## src/rtl/core/als_pkg.sv

```systemverilog
// ----------------------------------------------------------------------------
// Addressable LED serializer package
// Shared types, register indexes and helpers for the serializer front and back.
// ----------------------------------------------------------------------------
package als_pkg;

  localparam int unsigned BitsPerPixel = 24;
  localparam int unsigned BitsLeftW    = $clog2(BitsPerPixel + 1);
  localparam int unsigned TicksW       = 16;
  localparam int unsigned CfgIdxW      = 3;

  // Configuration register indexes
  localparam logic [CfgIdxW-1:0] RegZeroHigh = 3'd0;
  localparam logic [CfgIdxW-1:0] RegOneHigh  = 3'd1;
  localparam logic [CfgIdxW-1:0] RegZeroLow  = 3'd2;
  localparam logic [CfgIdxW-1:0] RegOneLow   = 3'd3;
  localparam logic [CfgIdxW-1:0] RegLatch    = 3'd4;

  // Reset values of the timing registers, in ticks
  localparam logic [TicksW-1:0] ZeroHighRst = 16'd25;
  localparam logic [TicksW-1:0] OneHighRst  = 16'd65;
  localparam logic [TicksW-1:0] ZeroLowRst  = 16'd70;
  localparam logic [TicksW-1:0] OneLowRst   = 16'd30;
  localparam logic [TicksW-1:0] LatchRst    = 16'd600;

  // Input item mode codes
  localparam logic [1:0] ModeTick  = 2'd0;
  localparam logic [1:0] ModeLoad  = 2'd1;
  localparam logic [1:0] ModeLatch = 2'd2;
  localparam logic [1:0] ModeNop   = 2'd3;

  typedef struct packed {
    logic [1:0] mode;
    logic [7:0] red;
    logic [7:0] green;
    logic [7:0] blue;
  } pixel_in_t;

  typedef struct packed {
    logic line_level;
    logic busy_res;
    logic rejected;
    logic pixel_done;
    logic latch_done;
  } result_t;

  typedef enum logic [1:0] {
    OP_TICK,
    OP_LOAD,
    OP_LATCH,
    OP_NOP
  } op_e;

  typedef struct packed {
    op_e                    op;
    logic [BitsPerPixel-1:0] pixel;  // green, red, blue, MSB first
  } cmd_t;

  // A zero length behaves as one tick.
  function automatic logic [TicksW-1:0] at_least_one(input logic [TicksW-1:0] v);
    return (v == '0) ? TicksW'(1) : v;
  endfunction

endpackage

```

## src/rtl/core/addressable_led_serializer.sv

```systemverilog
// ----------------------------------------------------------------------------
// Addressable LED serializer
// Single-wire pixel serializer for chained RGB LEDs, stepped by tick beats.
// ----------------------------------------------------------------------------
// Both queues hold two entries. A pushed beat is stored in the front queue,
// then executed into the result queue; empty goes low. Throughput: one beat
// per cycle while results have room, set by the back end's waveform update.
// Reset: asynchronous, active low; clears both queues and the waveform state,
// and loads the timing registers with their default tick counts.
// ----------------------------------------------------------------------------
module addressable_led_serializer import als_pkg::*; (
  input  logic               clk_i,
  input  logic               rst_ni,
  // Input beats
  input  logic               push,
  output logic               full,
  input  pixel_in_t          pixel_i,
  // Result beats
  output logic               empty,
  input  logic               pop,
  output result_t            result_o,
  // Configuration writes
  input  logic               cfg_valid_i,
  output logic               cfg_ready_o,
  input  logic [CfgIdxW-1:0] cfg_index_i,
  input  logic [TicksW-1:0]  cfg_data_i
);

  // Command hand-off between the front and back ends
  logic cmd_valid;
  logic cmd_pop;
  cmd_t cmd;

  // Front end: decode the mode and hold up to two commands
  als_front u_front (
    .clk_i       (clk_i),
    .rst_ni      (rst_ni),
    .push        (push),
    .full        (full),
    .pixel_i     (pixel_i),
    .cmd_valid_o (cmd_valid),
    .cmd_o       (cmd),
    .cmd_pop_i   (cmd_pop)
  );

  // Back end: advance the line waveform and queue one result per command
  als_back u_back (
    .clk_i       (clk_i),
    .rst_ni      (rst_ni),
    .cmd_valid_i (cmd_valid),
    .cmd_i       (cmd),
    .cmd_pop_o   (cmd_pop),
    .cfg_valid_i (cfg_valid_i),
    .cfg_ready_o (cfg_ready_o),
    .cfg_index_i (cfg_index_i),
    .cfg_data_i  (cfg_data_i),
    .empty       (empty),
    .pop         (pop),
    .result_o    (result_o)
  );

endmodule

```

## src/rtl/core/als_front.sv

```systemverilog
// ----------------------------------------------------------------------------
// Serializer front end
// Accepts input beats, decodes the mode into a command and queues it.
// ----------------------------------------------------------------------------
module als_front import als_pkg::*; (
  input  logic      clk_i,
  input  logic      rst_ni,
  input  logic      push,
  output logic      full,
  input  pixel_in_t pixel_i,
  output logic      cmd_valid_o,
  output cmd_t      cmd_o,
  input  logic      cmd_pop_i
);

  cmd_t       mem_q [2];
  logic       wr_ptr_q, wr_ptr_d;
  logic       rd_ptr_q, rd_ptr_d;
  logic [1:0] count_q, count_d;
  logic       wr_en;
  logic       rd_en;
  cmd_t       cmd_new;

  // Classify the beat
  always_comb begin
    cmd_new.pixel = {pixel_i.green, pixel_i.red, pixel_i.blue};
    unique case (pixel_i.mode)
      ModeTick:  cmd_new.op = OP_TICK;
      ModeLoad:  cmd_new.op = OP_LOAD;
      ModeLatch: cmd_new.op = OP_LATCH;
      ModeNop:   cmd_new.op = OP_NOP;
      default:   cmd_new.op = OP_NOP;
    endcase
  end

  assign full        = (count_q == 2'd2);
  assign wr_en       = push && !full;
  assign cmd_valid_o = (count_q != 2'd0);
  assign rd_en       = cmd_pop_i && cmd_valid_o;
  assign cmd_o       = mem_q[rd_ptr_q];

  always_comb begin
    wr_ptr_d = wr_en ? ~wr_ptr_q : wr_ptr_q;
    rd_ptr_d = rd_en ? ~rd_ptr_q : rd_ptr_q;
    count_d  = count_q + {1'b0, wr_en} - {1'b0, rd_en};
  end

  always_ff @(posedge clk_i or negedge rst_ni) begin
    if (!rst_ni) begin
      wr_ptr_q <= 1'b0;
      rd_ptr_q <= 1'b0;
      count_q  <= 2'd0;
    end else begin
      wr_ptr_q <= wr_ptr_d;
      rd_ptr_q <= rd_ptr_d;
      count_q  <= count_d;
    end
  end

  always_ff @(posedge clk_i) begin
    if (wr_en) begin
      mem_q[wr_ptr_q] <= cmd_new;
    end
  end

endmodule

```

## src/rtl/core/als_back.sv

```systemverilog
// ----------------------------------------------------------------------------
// Serializer back end
// Runs the line waveform one command a cycle while the result queue has room, and queues the result beats.
// ----------------------------------------------------------------------------
module als_back import als_pkg::*; (
  input  logic               clk_i,
  input  logic               rst_ni,
  input  logic               cmd_valid_i,
  input  cmd_t               cmd_i,
  output logic               cmd_pop_o,
  input  logic               cfg_valid_i,
  output logic               cfg_ready_o,
  input  logic [CfgIdxW-1:0] cfg_index_i,
  input  logic [TicksW-1:0]  cfg_data_i,
  output logic               empty,
  input  logic               pop,
  output result_t            result_o
);

  typedef enum logic [1:0] {
    PH_IDLE,
    PH_HIGH,
    PH_LOW,
    PH_LATCH
  } phase_e;

  logic [TicksW-1:0] zero_high_q, one_high_q, zero_low_q, one_low_q, latch_q;

  phase_e                  phase_q, phase_d;
  logic [BitsPerPixel-1:0] shift_q, shift_d, shift_nx;
  logic [BitsLeftW-1:0]    bits_q, bits_d, bits_nx;
  logic [TicksW-1:0]       ticks_q, ticks_d;
  logic                    rejected, pixel_done, latch_done;
  logic                    exec;
  result_t                 res_new;

  result_t    res_mem_q [2];
  logic       res_wr_q, res_rd_q;
  logic [1:0] res_cnt_q;
  logic       res_pop;
  logic       res_space;

  // Configuration: always ready
  assign cfg_ready_o = 1'b1;

  always_ff @(posedge clk_i or negedge rst_ni) begin
    if (!rst_ni) begin
      zero_high_q <= ZeroHighRst;
      one_high_q  <= OneHighRst;
      zero_low_q  <= ZeroLowRst;
      one_low_q   <= OneLowRst;
      latch_q     <= LatchRst;
    end else if (cfg_valid_i) begin
      unique case (cfg_index_i)
        RegZeroHigh: zero_high_q <= cfg_data_i;
        RegOneHigh:  one_high_q  <= cfg_data_i;
        RegZeroLow:  zero_low_q  <= cfg_data_i;
        RegOneLow:   one_low_q   <= cfg_data_i;
        RegLatch:    latch_q     <= cfg_data_i;
        default: ;
      endcase
    end
  end

  // Execute one command whenever the result queue can take its beat
  assign res_pop   = pop && !empty;
  assign res_space = (res_cnt_q != 2'd2) || res_pop;
  assign exec      = cmd_valid_i && res_space;
  assign cmd_pop_o = exec;

  assign shift_nx = {shift_q[BitsPerPixel-2:0], 1'b0};
  assign bits_nx  = (bits_q == '0) ? '0 : bits_q - BitsLeftW'(1);

  always_comb begin
    phase_d    = phase_q;
    shift_d    = shift_q;
    bits_d     = bits_q;
    ticks_d    = ticks_q;
    rejected   = 1'b0;
    pixel_done = 1'b0;
    latch_done = 1'b0;
    unique case (cmd_i.op)
      OP_LOAD: begin
        if (phase_q != PH_IDLE) begin
          rejected = 1'b1;
        end else begin
          shift_d = cmd_i.pixel;
          bits_d  = BitsLeftW'(BitsPerPixel);
          phase_d = PH_HIGH;
          ticks_d = at_least_one(cmd_i.pixel[BitsPerPixel-1] ? one_high_q : zero_high_q);
        end
      end
      OP_LATCH: begin
        if (phase_q != PH_IDLE) begin
          rejected = 1'b1;
        end else begin
          phase_d = PH_LATCH;
          ticks_d = at_least_one(latch_q);
        end
      end
      OP_TICK: begin
        if (phase_q != PH_IDLE) begin
          if (ticks_q > TicksW'(1)) begin
            ticks_d = ticks_q - TicksW'(1);
          end else begin
            unique case (phase_q)
              PH_HIGH: begin
                phase_d = PH_LOW;
                ticks_d = at_least_one(shift_q[BitsPerPixel-1] ? one_low_q : zero_low_q);
              end
              PH_LOW: begin
                shift_d = shift_nx;
                bits_d  = bits_nx;
                if (bits_nx == '0) begin
                  phase_d    = PH_IDLE;
                  ticks_d    = '0;
                  pixel_done = 1'b1;
                end else begin
                  phase_d = PH_HIGH;
                  ticks_d = at_least_one(shift_nx[BitsPerPixel-1] ? one_high_q : zero_high_q);
                end
              end
              PH_LATCH: begin
                phase_d    = PH_IDLE;
                ticks_d    = '0;
                latch_done = 1'b1;
              end
              default: ;
            endcase
          end
        end
      end
      OP_NOP: ;
      default: ;
    endcase
    res_new.line_level = (phase_d == PH_HIGH);
    res_new.busy_res   = (phase_d != PH_IDLE);
    res_new.rejected   = rejected;
    res_new.pixel_done = pixel_done;
    res_new.latch_done = latch_done;
  end

  always_ff @(posedge clk_i or negedge rst_ni) begin
    if (!rst_ni) begin
      phase_q <= PH_IDLE;
      shift_q <= '0;
      bits_q  <= '0;
      ticks_q <= '0;
    end else if (exec) begin
      phase_q <= phase_d;
      shift_q <= shift_d;
      bits_q  <= bits_d;
      ticks_q <= ticks_d;
    end
  end

  // Result queue
  assign empty    = (res_cnt_q == 2'd0);
  assign result_o = res_mem_q[res_rd_q];

  always_ff @(posedge clk_i or negedge rst_ni) begin
    if (!rst_ni) begin
      res_wr_q  <= 1'b0;
      res_rd_q  <= 1'b0;
      res_cnt_q <= 2'd0;
    end else begin
      if (exec) begin
        res_wr_q <= ~res_wr_q;
      end
      if (res_pop) begin
        res_rd_q <= ~res_rd_q;
      end
      res_cnt_q <= res_cnt_q + {1'b0, exec} - {1'b0, res_pop};
    end
  end

  always_ff @(posedge clk_i) begin
    if (exec) begin
      res_mem_q[res_wr_q] <= res_new;
    end
  end

endmodule
```

## config.mk

```make
export PLATFORM = sky130hd
export DESIGN_NAME = addressable_led_serializer
export DESIGN_NICKNAME = d
export VERILOG_FILES = /design/src/rtl/core/als_pkg.sv /design/src/rtl/core/addressable_led_serializer.sv /design/src/rtl/core/als_front.sv /design/src/rtl/core/als_back.sv
export SDC_FILE = /design/constraint.sdc
export NUM_CORES = 1
export LEC_CHECK = 0
export ABC_AREA = 1
export BUFFER_PORTS_ARGS = -buffer_cell sky130_fd_sc_hd__buf_2
export CORE_MARGIN = 4
export CORE_UTILIZATION = 61
export DETAILED_ROUTE_END_ITERATION = 8
export GPL_ROUTABILITY_DRIVEN = 0
export HOLD_SLACK_MARGIN = 0.15
export PLACE_DENSITY = 0.8
export SYNTH_ARGS = -nofsm -noshare
export SYNTH_HDL_FRONTEND = slang
export SYNTH_SLANG_ARGS = --single-unit
export TNS_END_PERCENT = 5
```

## constraint.sdc

```tcl
create_clock -name clk_i -period 3.5 [get_ports clk_i]
set_input_delay 0 -clock clk_i [delete_from_list [all_inputs] [get_ports clk_i]]
set_output_delay 0 -clock clk_i [all_outputs]
set_load 0.01 [all_outputs]
```

==> metrics.cfg, run 1 <==
[min_path]
holdCritPathClass = in2async

[logic_synthesis]
synthTopCellsByArea = dfrtp_1 31%, edfxtp_1 19%, nand2_1 17%
post_synth_instance_area_sq_um = 9750
synthDominantCellAreaShare_pct = 30.5
mean_instance_size_in_the_synthesized_netlist_sq_um = 8.06
synth_cells = 1209
mappedNetlistNets = 1270
number_of_distinct_library_cells_after_synthesis = 38
synth_warnings = 0
ys_ff_latch = 197
post-synth-top-area-cell = dfrtp_1
ys_seq_area_share_pct = 54.0

[floorplanning]
floorplan.io_pins = 58
floorplan.initialDensity_pct = 63.2
die_width_microns = 134
coreArea_sq_um = 15400
placement_rows = 45
floorplan.die_area_sq_um = 18100
die-height_microns = 134

[pwr]
ir_worst_vdd_uv = 452
leak_nw = 5.23
p_per_area_nw_per_um2 = 841

[placed_design]
post-place-cells = 1434
dp.final_hpwl_microns = 14800
port_buffers = 56

[layout]
final-seq-area_sq_um = 5260
drive_above_1_share_pct = 10.8
nets = 1348
layout-area-overhead-vs-synth_pct = 14.9
fill_cells = 1176
multiInputGateArea_sq_um = 3900
fin_cells = 1512

[critical_path]
r2r_start = u_front.rd_ptr_q
rr_worst_depth = 13
critPathKind = reg2reg
critPathCaptureType = flop
timing.critical_path.fanout_max = 28
worst_r2r_endpoint = u_back.shift_q[10]
highest_delay_cell_along_the_critical_path = nand3_2
start_kind = flop
worstPathArrival_ns = 3.46
worst-endpoint-required_ns = 3.81
r2r_slack_ns = 0.35
timing.critical_path.slowest_cell_delay_ns = 0.44
timing.critical_path.cells = inv_4 -> or2_2 -> o21ai_2 -> buf_4 -> inv_2 -> ha_1 -> inv_1 -> o21ai_1 -> a21oi_1 -> nand3_2 -> buf_4 -> nand2_1 -> o21ai_1

[drt]
post_route_ant_nets = 0
drcViolationCount = 0
detailedRoute.firstPassIterationCount = 5
post_drt_via_cell_ratio = 5.49
vias = 8305
routed_wirelength_microns = 23100
drc_marker_count_from_the_first_detailed_route_iteration = 844
wire_per_inst_microns = 15.3

[timing]
endpoints_failing_hold = 0
tightest_slew_ns = 1.16
final-max-slew-violation-count = 0
rsz0062_at_grt = no
worst_clock_skew_ns = 0.0107
setup_tns_ns = 0
achievable-frequency_mhz = 318
final.period_utilization_pct = 90.0
timing.final.setup_violations = 0
timing.hold.ws_ns = 0.164
final.min_clock_period_ns = 3.15
max-slew-margin-rel_pct = 22.6

[status]
outcome = finished clean

[clock_tree]
tritoncts_clock_tree = yes
cts.reportedPaths.clkPinSlew_ns = 0.07
cts_num_sinks = 197
ctsRootBufferMaster = clkbuf_16
worst_skew_pair.late_latency_ns = 0.43
htree_num_levels = 4
cts_bufs_inserted = 17
cts_max_path_buffers = 2

[global_routing]
grt_remaining_overflow = 0
grt_pass1_wl_microns = 38700
vias_in_the_first_global_route = 7851
gr_usage_total_pct = 26.7
antenna_found_initial = 1
grt_max_degree = 76

[run]
max-cap-violations = 0

-- final cells by class --
class,count,area share [%]
antenna,1,0.0223
clock buffer,23,4.27
clock inverter,9,1.05
inverter,90,3.08
multi-input combinational,867,34.8
sequential,197,47.0
tap,211,2.36
timing repair buffer,114,7.45
-- synthesized netlist by cell type, drive strengths merged --
library cell and count:
o31ai 2, edfxtp 62, clkbuf 36, xor2 5
a21oi 59, o21ai 162, nor2 96, dfrtp 119
nand3 60, xnor2 8, o211ai 3, nor3 2
dfstp 16, nor4 6, o22ai 1, nand2 444
clkinv 3, inv 87, nand4 3, conb 1
buf 19, nand3b 2, or2 2, ha 11
-- cells in the final DEF (no fill, tap or decap), drive strengths merged --
master	synthesis	final
ha	11	11
inv	87	90
dfstp	16	16
nor2	96	96
clkbuf	36	23
o31ai	2	2
nand2	444	444
dlygate4sd3	0	45
diode	0	1
o22ai	1	1
nand3	60	60
nand3b	2	2
clkinvlp	0	2
a21oi	59	59
dfrtp	119	119
nor4	6	6
xor2	5	5
buf	19	69
nand4	3	3
o21ai	162	162
xnor2	8	8
edfxtp	62	62
o211ai	3	3
bufinv	0	2
conb	1	1
clkinv	3	5
or2	2	2
nor3	2	2
-- registers in the layout, indices dropped and copies added (netlist names), 2 cells and up --
signal              cells
u_back.zero_high_q     16
u_front.mem_q          52
u_back.res_cnt_q        2
u_back.bits_q           5
u_back.latch_q         16
u_back.ticks_q         16
u_front.count_q         2
u_back.phase_q          2
u_back.one_high_q      16
u_back.shift_q         24
u_back.zero_low_q      16
u_back.res_mem_q       10
u_back.one_low_q       16
-- critical path: cells and delay by family, from the launching register on --
| kind | cells | cell delay (ns) |
|---|---|---|
| buffers and inverters | 5 | 1.08 |
| and+or+nand+nor | 3 | 0.86 |
| adders and majority gates | 1 | 0.24 |
| DFF | 1 | 0.40 |
| AOI/OAI and AO/OA | 4 | 0.42 |
-- what timing repair did --
action,4_1_cts,5_1_grt
hold buffers,45,0
setup endpoints to repair,0,0
setup buffers,0,0
hold endpoints to repair,213,0
gates resized for setup,0,0
-- per-layer routing --
layer | share of wire (%) | wire, microns | track usage, %
met1 | 44 | 10200 | 38.0
met2 | 46 | 10500 | 42.0
met3 | 8.3 | 1910 | 5.78
met4 | 1.8 | 415 | 7.41
met5 | 0 | 0 | 0
-- metrics by stage --
step	total power, mW	utilization (%)	worst slack, ns	area (sq um)
final	9.42	72.6	0.352	11200
after CTS	9.35	72.6	0.382	11200
after floorplan	6.41	-	0.869	9750
after global placement	7.18	65.8	0.572	10200
after detailed placement	7.31	65.8	0.487	10200
after global routing	10.1	72.6	0.0508	11200
-- cell families after synthesis --
| logic type | count (synthesis) | share of synthesized area, % |
|---|---|---|
| AO/OA/AOI/OAI | 227 | 11.9 |
| XOR/XNOR | 13 | 1.17 |
| adder cells (fa/ha/maj) | 11 | 1.41 |
| buffers and inverters | 145 | 6.10 |
| flip-flops | 197 | 54.0 |
| other | 1 | 0.0385 |
| AND/OR/NAND/NOR | 615 | 25.5 |
-- worst max path at each step --
stage | start | slack [ns] | to
after floorplan | u_front.rd_ptr_q | 0.87 | u_back.res_mem_q[0][1]
after global placement | u_front.rd_ptr_q | 0.57 | u_back.shift_q[11]
after detailed placement | u_front.rd_ptr_q | 0.49 | u_back.shift_q[5]
after CTS | u_front.rd_ptr_q | 0.38 | u_back.shift_q[4]
after global routing | u_front.rd_ptr_q | 0.05 | u_back.shift_q[6]
final | u_front.rd_ptr_q | 0.35 | u_back.shift_q[10]
-- power by group --
group          internal, mW  total [mW]  switching (mW)
Combinational          1.25        3.76            2.51
Clock                  1.12        1.98           0.860
Sequential             3.18        3.69           0.510
Note: power is estimated with default switching activity, not from simulation.
==> run 2: changes to the inputs <==
--- a/config.mk
+++ b/config.mk
@@ -13,6 +13,7 @@
 export GPL_ROUTABILITY_DRIVEN = 0
 export HOLD_SLACK_MARGIN = 0.15
 export PLACE_DENSITY = 0.8
+export SETUP_SLACK_MARGIN = 0.4
 export SYNTH_ARGS = -nofsm -noshare
 export SYNTH_HDL_FRONTEND = slang
 export SYNTH_SLANG_ARGS = --single-unit
==> run 2 against run 1 <==
Against the previous run: setup slack improved by 0.31 ns; design area grew 0.29%; sequential share of layout area down 0.14 points; clock power about the same; critical path depth unchanged; critical endpoint is now u_back.shift_q[11]; largest power group unchanged; highest routed layer unchanged.
==> metrics.cfg, run 2 (synthesized netlist as in run 1, its figures left out) <==
[status]
outcome = finished clean  ; unchanged

[clock_tree]
worst_skew_pair.late_latency_ns = 0.44  ; was 0.43 ns
tritoncts_clock_tree = yes  ; unchanged
htree_num_levels = 4  ; unchanged
cts.reportedPaths.clkPinSlew_ns = 0.07  ; about the same
ctsRootBufferMaster = clkbuf_16  ; unchanged
cts_bufs_inserted = 17  ; unchanged
cts_num_sinks = 197  ; unchanged
cts_max_path_buffers = 2  ; unchanged

[critical_path]
timing.critical_path.fanout_max = 28  ; unchanged
timing.critical_path.cells = inv_4 -> or2_2 -> o21ai_2 -> buf_4 -> inv_2 -> ha_1 -> inv_1 -> o21ai_1 -> a21oi_2 -> nand3_4 -> buf_4 -> nand2_1 -> o21ai_1  ; was inv_4 -> or2_2 -> o21ai_2 -> buf_4 -> inv_2 -> ha_1 -> inv_1 -> o21ai_1 -> a21oi_1 -> nand3_2 -> buf_4 -> nand2_1 -> o21ai_1
start_kind = flop  ; unchanged
timing.critical_path.slowest_cell_delay_ns = 0.40  ; was 0.44 ns
critPathCaptureType = flop  ; unchanged
timing.critical_path.buf_inv = 5  ; unchanged
path_delay_family = buffers and inverters  ; unchanged
r2r_slack_ns = 0.66  ; was 0.35 ns
worst-endpoint-required_ns = 3.81  ; about the same
highest_delay_cell_along_the_critical_path = dfrtp_1  ; was nand3_2
critPathKind = reg2reg  ; unchanged
worstPathArrival_ns = 3.15  ; was 3.46 ns

[floorplanning]
floorplan.initialDensity_pct = 63.2  ; unchanged
placement_rows = 45  ; unchanged
coreArea_sq_um = 15400  ; unchanged
die_width_microns = 134  ; unchanged
floorplan.io_pins = 58  ; unchanged
floorplan.die_area_sq_um = 18100  ; unchanged
die-height_microns = 134  ; unchanged

[layout]
layout_common_cells = 438 x nand2_1, 136 x o21ai_0, 119 x dfrtp_1  ; unchanged
layout-area-overhead-vs-synth_pct = 15.2  ; was 14.9%
largest_register_ff_count = 52  ; unchanged
mostFrequentLayoutCell = nand2_1  ; unchanged
regMostFlops = u_front.mem_q  ; unchanged
fin_cells = 1514  ; was 1,512
drive_above_1_share_pct = 11.1  ; was 10.8%
fill_cells = 1168  ; was 1,176
biggestRegsByFlops = u_front.mem_q (52), u_back.shift_q (24)  ; unchanged
final-seq-area_sq_um = 5260  ; unchanged
multiInputGateArea_sq_um = 3920  ; was 3900 sq um
post-route-util_pct = 72.8  ; was 72.6%
nets = 1350  ; was 1,348

[drt]
drcViolationCount = 0  ; unchanged
routed_wirelength_microns = 23400  ; was 23,100 microns
drc_marker_count_from_the_first_detailed_route_iteration = 863  ; was 844
post_drt_via_cell_ratio = 5.54  ; was 5.49
detailedRoute.firstPassIterationCount = 6  ; was 5
wire_per_inst_microns = 15.5  ; was 15.3 microns
post_route_ant_nets = 0  ; unchanged
vias = 8390  ; was 8,305

[timing]
final.min_clock_period_ns = 2.84  ; was 3.15 ns
tightest_slew_ns = 1.16  ; about the same
endpoints_failing_hold = 0  ; unchanged
final-max-slew-violation-count = 0  ; unchanged
timing.final.setup_violations = 0  ; unchanged
final.period_utilization_pct = 81.1  ; was 90.0%
setup_tns_ns = 0  ; unchanged
achievable-frequency_mhz = 352  ; was 318 MHz
worst_clock_skew_ns = 0.00919  ; was 0.0107 ns
rsz0062_at_grt = no  ; unchanged
max-slew-margin-rel_pct = 22.5  ; was 22.6%

[global_routing]
grt_remaining_overflow = 0  ; unchanged
grt_pass1_wl_microns = 38800  ; was 38,700 microns
grt_max_degree = 76  ; unchanged
gr_usage_total_pct = 26.8  ; was 26.7%
vias_in_the_first_global_route = 7857  ; was 7,851
antenna_found_initial = 1  ; unchanged

[placed_design]
port_buffers = 56  ; unchanged
dp.final_hpwl_microns = 14800  ; unchanged
post-place-cells = 1434  ; unchanged

[pwr]
p_per_area_nw_per_um2 = 846  ; was 841 nW/um^2
ir_worst_vdd_uv = 459  ; was 452 uV
design_power_total_mw = 9.50  ; was 9.42 mW
leak_nw = 5.24  ; was 5.23 nW

[min_path]
holdCritPathClass = in2async  ; unchanged

[run]
max-cap-violations = 0  ; unchanged

## run 2: changes by cell type in the layout (fill, tap and decap cells not counted)
| cell | previous run | this run |
|---|---|---|
| clkinvlp_4 | 2 | 3 |
| buf_4 | 13 | 14 |
| a21oi_1 | 59 | 58 |
| clkinv_1 | 2 | 1 |
| nand3_4 | 0 | 1 |
| a21oi_2 | 0 | 1 |
## run 2: through the flow
step                setup WS [ns]  instance area [sq um]  hold WS [ns]
floorplan                   0.869                   9750        -0.296
global placement            0.572                  10200        0.0751
detailed placement          0.487                  10200        0.0737
CTS                         0.528                  11200         0.191
global route                0.433                  11200         0.248
finish                      0.660                  11200         0.164
## run 2: routing by layer
metal / GRT usage [%] / vias to the layer above / share of wire, %
li1: - / 4078 / -
met4: 7.41 / 0 / 1.6
met1: 38.1 / 3890 / 44
met2: 42.1 / 381 / 46
met5: 0 / - / 0
met3: 5.78 / 41 / 8.4
## run 2: final cells by class
cell class	count	share of cell area, %
flip-flops and latches	197	46.8
multi-input cells	868	34.9
repair buffers	115	7.50
clock buffers	23	4.25
inverters	90	3.11
well taps	211	2.35
clock inverters	9	1.05
diodes	1	0.0223
## run 2: power breakdown
group          total, mW  internal, mW  leakage, nW  switching [mW]
logic               3.83          1.27         2.72            2.56
registers           3.69          3.18         2.22           0.510
clock network       1.98          1.12        0.286           0.858
total               9.50          5.57         5.24            3.93
## run 2: worst paths after layout
check | from | end | depth (start not counted)
worst min register to register | u_back.zero_low_q[15] | u_back.zero_low_q[15] | 2
worst max register to register | u_front.rd_ptr_q | u_back.shift_q[11] | 13
min in group clk_i | pixel_i[12] | u_front.mem_q[0][20] | 2
worst max-delay path | u_front.rd_ptr_q | u_back.shift_q[11] | 13
worst min-delay path | rst_ni | u_back.zero_high_q[9] | 2
max in group asynchronous | rst_ni | u_back.one_high_q[0] | 3
## run 2: timing repair
action                                  in CTS  in global routing
pin swaps                                    0                  1
endpoints found under the setup margin       3                 14
gates resized for setup                      1                  2
gates cloned                                 0                  1
hold endpoints to repair                   213                  0
setup buffers                                0                  1
hold buffers                                45                  0
